[config.mk]
export PLATFORM = sky130hd
export DESIGN_NAME = sorted_priority_queue_top
export DESIGN_NICKNAME = d
export VERILOG_FILES = /design/src/hw/rtl/spq_pkg.sv /design/src/hw/rtl/spq_cell.sv /design/src/hw/rtl/sorted_priority_queue_top.sv
export SDC_FILE = /design/constraint.sdc
export NUM_CORES = 2
export LEC_CHECK = 0
export ABC_CLOCK_PERIOD_IN_PS = 7200
export BUFFER_PORTS_ARGS = -buffer_cell sky130_fd_sc_hd__clkbuf_2
export CAP_MARGIN = 20
export CORE_UTILIZATION = 40
export DETAILED_ROUTE_END_ITERATION = 7
export MAX_ROUTING_LAYER = met4
export SLEW_MARGIN = 20
export SYNTH_ARGS = -nofsm -noshare
export SYNTH_HDL_FRONTEND = slang
export SYNTH_SLANG_ARGS = --single-unit
[constraint.sdc]
create_clock -name clk -period 7.2 [get_ports clk]
set_input_delay 0.36 -clock clk [delete_from_list [all_inputs] [get_ports clk]]
set_output_delay 0.36 -clock clk [all_outputs]
set_load 0.01 [all_outputs]
[src/hw/rtl/spq_pkg.sv]
// Shared constants, types and op codes of the sorted priority queue.
`timescale 1ns / 1ps
package spq_pkg;

	localparam int CAPACITY = 16;
	localparam int PRI_W    = 8;
	localparam int PAY_W    = 16;
	localparam int CNT_W    = $clog2(CAPACITY + 1);

	localparam int IN_BITS     = PAY_W + PRI_W;
	localparam int IN_DATA_W   = ((IN_BITS + 7) / 8) * 8;
	localparam int OUT_BITS    = 4 * PAY_W + PRI_W + CNT_W + 2;
	localparam int OUT_DATA_W  = ((OUT_BITS + 7) / 8) * 8;
	localparam int MODE_W      = 2;
	localparam int OUT_USER_W  = 2;

	localparam logic [MODE_W-1:0] MODE_ENQ    = 2'd0;
	localparam logic [MODE_W-1:0] MODE_REM_LO = 2'd1;
	localparam logic [MODE_W-1:0] MODE_REM_HI = 2'd2;
	localparam logic [MODE_W-1:0] MODE_CLEAR  = 2'd3;

	typedef struct packed {
		logic [PRI_W-1:0] pri;
		logic [PAY_W-1:0] pay;
	} entry_t;

	typedef struct packed {
		logic             enq;
		logic             rem_lo;
		logic             rem_hi;
		entry_t           item;
		logic [PRI_W-1:0] top_pri;
	} cell_ctrl_t;

endpackage

[src/hw/rtl/spq_cell.sv]
// One slot of the sorted chain: holds an entry and shifts it left or right.
`timescale 1ns / 1ps
module spq_cell (
	input  logic                clk,
	input  spq_pkg::cell_ctrl_t ctrl,
	input  logic                occ,
	input  logic                occ_right,
	input  spq_pkg::entry_t     left_entry,
	input  spq_pkg::entry_t     right_entry,
	input  logic                g_left,
	input  logic                m_left,
	output spq_pkg::entry_t     entry,
	output logic                g,
	output logic                m,
	output logic                first,
	output logic                last
);

	spq_pkg::entry_t entry_q;
	spq_pkg::entry_t entry_d;

	assign entry = entry_q;
	assign g     = !occ || (entry_q.pri > ctrl.item.pri);
	assign m     = occ && (entry_q.pri == ctrl.top_pri);
	assign first = m && !m_left;
	assign last  = occ && !occ_right;

	always_comb begin
		entry_d = entry_q;
		if (ctrl.enq) begin
			if (g_left) begin
				entry_d = left_entry;
			end else if (g) begin
				entry_d = ctrl.item;
			end
		end else if (ctrl.rem_lo) begin
			entry_d = right_entry;
		end else if (ctrl.rem_hi && (m || !occ)) begin
			entry_d = right_entry;
		end
	end

	always_ff @(posedge clk) begin
		entry_q <= entry_d;
	end

endmodule

[src/hw/rtl/sorted_priority_queue_top.sv]
// Top level of the sorted priority queue: cell chain, count and result register.
//
//  channel | dir | handshake          | payload
//  --------+-----+--------------------+------------------------------------------
//  s_      | in  | s_tvalid/s_tready  | s_tuser mode, s_tdata payload+priority
//  m_      | out | m_tvalid/m_tready  | m_tuser flags, m_tdata taken entry+status
//
//  An operation updates the cell chain in the cycle it is accepted; its result
//  is formed from the updated chain once the output register is free, and held there.
//  One operation per cycle while the result side takes every transfer.
//  A stalled result lets one more operation into the chain; the input then stalls.
//  arst_n clears the count and the handshake state; slot contents stay unknown.
`timescale 1ns / 1ps
module sorted_priority_queue_top (
	input  logic                               clk,
	input  logic                               arst_n,
	input  logic                               s_tvalid,
	output logic                               s_tready,
	// [15:0] item_payload, [23:16] item_priority
	input  logic [spq_pkg::IN_DATA_W-1:0]      s_tdata,
	// [1:0] mode
	input  logic [spq_pkg::MODE_W-1:0]         s_tuser,
	output logic                               m_tvalid,
	input  logic                               m_tready,
	// [15:0] taken_payload, [23:16] taken_priority, [28:24] entry_count,
	// [29] is_empty, [30] is_full, [46:31] lowest_payload,
	// [62:47] highest_payload, [78:63] last_payload, [79] zero
	output logic [spq_pkg::OUT_DATA_W-1:0]     m_tdata,
	// [0] taken_valid, [1] rejected
	output logic [spq_pkg::OUT_USER_W-1:0]     m_tuser
);

	localparam int N = spq_pkg::CAPACITY;

	logic [spq_pkg::CNT_W-1:0] cnt_q;
	logic                      pend_q;
	logic                      m_tvalid_q;
	logic [spq_pkg::OUT_DATA_W-1:0] m_tdata_q;
	logic [spq_pkg::OUT_USER_W-1:0] m_tuser_q;

	logic                      taken_valid_s1;
	spq_pkg::entry_t           taken_s1;
	logic                      rej_s1;

	spq_pkg::entry_t     ent     [N];
	logic                g_v     [N];
	logic                m_v     [N];
	logic                first_v [N];
	logic                last_v  [N];
	logic                occ_v   [N];
	spq_pkg::cell_ctrl_t ctrl;

	logic                  accept;
	logic                  out_free;
	logic                  summ;
	logic                  full;
	logic                  empty;
	logic [spq_pkg::MODE_W-1:0] mode;
	logic [spq_pkg::PRI_W-1:0]  top_pri;
	spq_pkg::entry_t       hi_ent;
	spq_pkg::entry_t       last_ent;
	spq_pkg::entry_t       lo_ent;
	logic [spq_pkg::CNT_W-1:0] cnt_d;

	assign out_free = !m_tvalid_q || m_tready;
	assign s_tready = !pend_q || out_free;
	assign accept   = s_tvalid && s_tready;
	assign summ     = pend_q && out_free;
	assign full     = (cnt_q == spq_pkg::CNT_W'(N));
	assign empty    = (cnt_q == '0);
	assign mode     = s_tuser;

	always_comb begin
		top_pri  = '0;
		last_ent = '0;
		for (int i = 0; i < N; i++) begin
			if (last_v[i]) begin
				top_pri  = top_pri | ent[i].pri;
				last_ent = last_ent | ent[i];
			end
		end
		lo_ent = occ_v[0] ? ent[0] : '0;
	end

	always_comb begin
		hi_ent = '0;
		for (int i = 0; i < N; i++) begin
			if (first_v[i]) begin
				hi_ent = hi_ent | ent[i];
			end
		end
	end

	always_comb begin
		ctrl.enq      = accept && (mode == spq_pkg::MODE_ENQ) && !full;
		ctrl.rem_lo   = accept && (mode == spq_pkg::MODE_REM_LO) && !empty;
		ctrl.rem_hi   = accept && (mode == spq_pkg::MODE_REM_HI) && !empty;
		ctrl.item.pay = s_tdata[spq_pkg::PAY_W-1:0];
		ctrl.item.pri = s_tdata[spq_pkg::PAY_W +: spq_pkg::PRI_W];
		ctrl.top_pri  = top_pri;
	end

	always_comb begin
		cnt_d = cnt_q;
		if (accept) begin
			case (mode)
				spq_pkg::MODE_ENQ: begin
					if (!full) begin
						cnt_d = cnt_q + 1'b1;
					end
				end
				spq_pkg::MODE_REM_LO, spq_pkg::MODE_REM_HI: begin
					if (!empty) begin
						cnt_d = cnt_q - 1'b1;
					end
				end
				spq_pkg::MODE_CLEAR: begin
					cnt_d = '0;
				end
				default: begin
					cnt_d = cnt_q;
				end
			endcase
		end
	end

	for (genvar i = 0; i < N; i++) begin : g_cell
		assign occ_v[i] = (spq_pkg::CNT_W'(i) < cnt_q);
		if (i == 0) begin : g_head
			spq_cell u_cell (
				.clk        (clk),
				.ctrl       (ctrl),
				.occ        (occ_v[i]),
				.occ_right  (occ_v[i+1]),
				.left_entry ('0),
				.right_entry(ent[i+1]),
				.g_left     (1'b0),
				.m_left     (1'b0),
				.entry      (ent[i]),
				.g          (g_v[i]),
				.m          (m_v[i]),
				.first      (first_v[i]),
				.last       (last_v[i])
			);
		end else if (i == N - 1) begin : g_tail
			spq_cell u_cell (
				.clk        (clk),
				.ctrl       (ctrl),
				.occ        (occ_v[i]),
				.occ_right  (1'b0),
				.left_entry (ent[i-1]),
				.right_entry(ent[i]),
				.g_left     (g_v[i-1]),
				.m_left     (m_v[i-1]),
				.entry      (ent[i]),
				.g          (g_v[i]),
				.m          (m_v[i]),
				.first      (first_v[i]),
				.last       (last_v[i])
			);
		end else begin : g_mid
			spq_cell u_cell (
				.clk        (clk),
				.ctrl       (ctrl),
				.occ        (occ_v[i]),
				.occ_right  (occ_v[i+1]),
				.left_entry (ent[i-1]),
				.right_entry(ent[i+1]),
				.g_left     (g_v[i-1]),
				.m_left     (m_v[i-1]),
				.entry      (ent[i]),
				.g          (g_v[i]),
				.m          (m_v[i]),
				.first      (first_v[i]),
				.last       (last_v[i])
			);
		end
	end

	always_ff @(posedge clk or negedge arst_n) begin
		if (!arst_n) begin
			cnt_q      <= '0;
			pend_q     <= 1'b0;
			m_tvalid_q <= 1'b0;
		end else begin
			cnt_q <= cnt_d;
			if (accept) begin
				pend_q <= 1'b1;
			end else if (summ) begin
				pend_q <= 1'b0;
			end
			if (summ) begin
				m_tvalid_q <= 1'b1;
			end else if (m_tready) begin
				m_tvalid_q <= 1'b0;
			end
		end
	end

	always_ff @(posedge clk) begin
		if (accept) begin
			taken_valid_s1 <= ctrl.rem_lo || ctrl.rem_hi;
			rej_s1         <= (mode == spq_pkg::MODE_ENQ) && full;
			if (ctrl.rem_lo) begin
				taken_s1 <= ent[0];
			end else if (ctrl.rem_hi) begin
				taken_s1 <= hi_ent;
			end else begin
				taken_s1 <= '0;
			end
		end
		if (summ) begin
			m_tuser_q <= {rej_s1, taken_valid_s1};
			m_tdata_q <= spq_pkg::OUT_DATA_W'({last_ent.pay, hi_ent.pay, lo_ent.pay,
				full, empty, cnt_q, taken_s1.pri, taken_s1.pay});
		end
	end

	assign m_tvalid = m_tvalid_q;
	assign m_tdata  = m_tdata_q;
	assign m_tuser  = m_tuser_q;

endmodule

==> metrics <==
NumNets Final=3578; filler cell count=7794; via count=31200; Crit Path Max Fanout=21; crit path capture type=flip-flop; worst skew pair latency=700 ps; ys async rst share=1.41%; root buffer cell=clkbuf_16; final worst path period need=6400 ps; EDFF count, synth=491; Reg area=14900 sq um; routed vias/inst=6.88; CTS tree=done; number of distinct library cells after synthesis=92; Worst-Margin Slew=1160 ps; reg2reg end=taken_s1[15]; Initial Util=40.7%; startpoint of the worst-slack reg-to-reg timing path=cnt_q[0]; commonest non-fill, non-tap cell in the layout=nand2_1; detailed router's first-iteration violation count=4900; H-tree depth=2; HPWL after detailed placement=113000 um; CTS buffer count=58; core footprint=82500 sq um; grt total ovfl=0; Placer Congestion=1.11; number of remaining DRC errors=7; post-route setup slack=797 ps; Post-CTS Setup Inserts=0; Final Hold Viols=0; Worst Path Arrival=6840 ps; Worst Setup Start Kind=flip-flop; hold_buf cts=4; slew margin rel.=22.8%; global-route usage over all layers=39.2%; largest net degree at the start of global routing=302; IO Pins=114; skew final=91.1 ps; Clock transition at path regs=70 ps; DRT Wirelength=166000 um; outcome=complete, but fails checks; Mapped Cells=3326; die area=85100 sq um; Final setup viols=0; Syn Nets=3492; post-cts repair resize count=0; reg2reg path depth=16; max_cap viols=0; maximum clock insertion buffer count=3; RSZ-0062 raised after global routing=no; Die Wd=292 um; pre-CTS setup slack=987 ps; worst vdd ir=0.217 mV; Final Max Slew Viols=0; Final Cycle Share=88.9%; kind of critical path=flip-flop to flip-flop; Max Clock Freq=0.156 GHz; initial antenna violation count=7; final setup TNS=0 ps; first-pass GRT wire length=229000 um; syn_area_per_cell=10.1 sq um; failing checks=design-rule violations; Die H=292 um; Rows=105; port bufs=112; Layout area overhead=13.6%; Main synth FF type=edfxtp_1; power per cell area=402 nW/um^2; share of layout cells above drive strength 1=14.4%; hold crit path type=input pin to async pin; Req. time, crit path=7640 ps; antenna viol nets, final=0; wire per inst=36.6 um; most frequent cells in the layout=nand2_1, edfxtp_1, o21ai_0, mux2i_1, buf_4; clk sink count=498; Post-Place Cells=4416; Pwr Total=15300 uW; area of the multi-input gates=17900 sq um; vias in the first global route=28600; synth warn=0; Reg2Reg Setup Slack=800 ps; Leak Pwr=0.0148 uW; DRT Pass-1 Iters=8; non-filler cells, final=4534; sequential share of the synthesized area=44.4%; FF+latch count, synth=498; Mapped Area=33600 sq um
[power by group]
group,total (uW),internal (uW),leakage (uW),switching [uW]
sequential,4720,3930,0.00472,788
combinational,7750,2620,0.00922,5140
clock,2860,1560,0.000851,1300
[per-stage QoR]
stage / cell area (sq um) / hold WS [ps] / util, %
detailed placement: 36200 / 224 / 43.9
finish: 38100 / 54.2 / 46.2
global route: 38100 / 77.5 / 46.2
floorplan: 33600 / 64.4 / -
global placement: 36200 / 224 / 43.9
CTS: 38100 / 37.9 / 46.1
[how the worst max path moves through the flow]
stage,from,end,slack (ps),cells after the start
floorplan,cnt_q[1],g_cell[14].g_mid.u_cell.entry[0],1830,17
global placement,cnt_q[0],taken_s1[15],1030,15
detailed placement,cnt_q[0],taken_s1[15],990,15
CTS,cnt_q[0],taken_s1[15],970,15
global route,cnt_q[0],taken_s1[0],720,14
finish,cnt_q[0],taken_s1[15],800,16
[layout make-up]
type                       instances  share of cell area, %
clock inverter                    29                  0.699
timing repair buffer             294                   5.31
tap                             1070                   3.51
antenna                            9                 0.0591
clock buffer                      74                   3.96
sequential                       498                   39.1
multi-input combinational       2521                   46.9
inverter                          39                  0.384
[logic make-up after synthesis]
group | count (synthesis) | share of synthesized area [%]
fa+ha+maj | 136 | 5.07
mux | 364 | 11.1
flops | 498 | 44.4
compound gates | 935 | 18.9
other cells | 1 | 0.0112
xor+xnor | 85 | 2.24
simple gates | 1000 | 14.4
buf+inv | 307 | 3.92
[flip-flops by register name, indices dropped and copies added, names as in the netlist]
name,flops
g_cell.g_mid.u_cell.entry,336
m_tdata,79
g_cell.g_head.u_cell.entry,24
g_cell.g_tail.u_cell.entry,24
taken_s1,24
cnt_q,5
m_tuser,2
m_tvalid,1
pend_q,1
rej_s1,1
taken_valid_s1,1
[per-layer routing]
layer	part of all wire [%]	vias up	GRT usage (%)
li1	-	13000	-
met1	42	15400	54.7
met2	41	2359	53.9
met3	12	516	9.62
met4	4.7	0	15.5
met5	0	-	-
[cells in the mapped netlist (all sizes together) (38+ instances only)]
cell | n | area (sq um)
xnor2 | 44 | 393
buf | 62 | 397
inv | 38 | 143
xor2 | 41 | 359
mux2i | 331 | 3310
nor3 | 73 | 370
nand3 | 89 | 450
a31oi | 43 | 269
nand4 | 49 | 307
nor2 | 72 | 280
a22oi | 105 | 793
a32oi | 41 | 359
edfxtp | 491 | 14700
clkbuf | 206 | 773
nand2 | 527 | 1980
a22o | 67 | 587
ha | 136 | 1700
o21ai | 380 | 1900
a21oi | 90 | 450
[critical path, stage by stage, from the launching register on]
cell and delay [ps]:
dfrtp_1 950, buf_4 300, or3b_2 560, nor2_2 170, buf_4 420, a2111o_1 270
or2_1 590, buf_4 290, xor2_1 80, nor4_1 730, a211oi_4 270, buf_6 260
buf_4 190, a22oi_1 190, nand4_1 130, or4_4 530, a22o_1 200
Note: power is estimated with default switching activity, not from simulation.
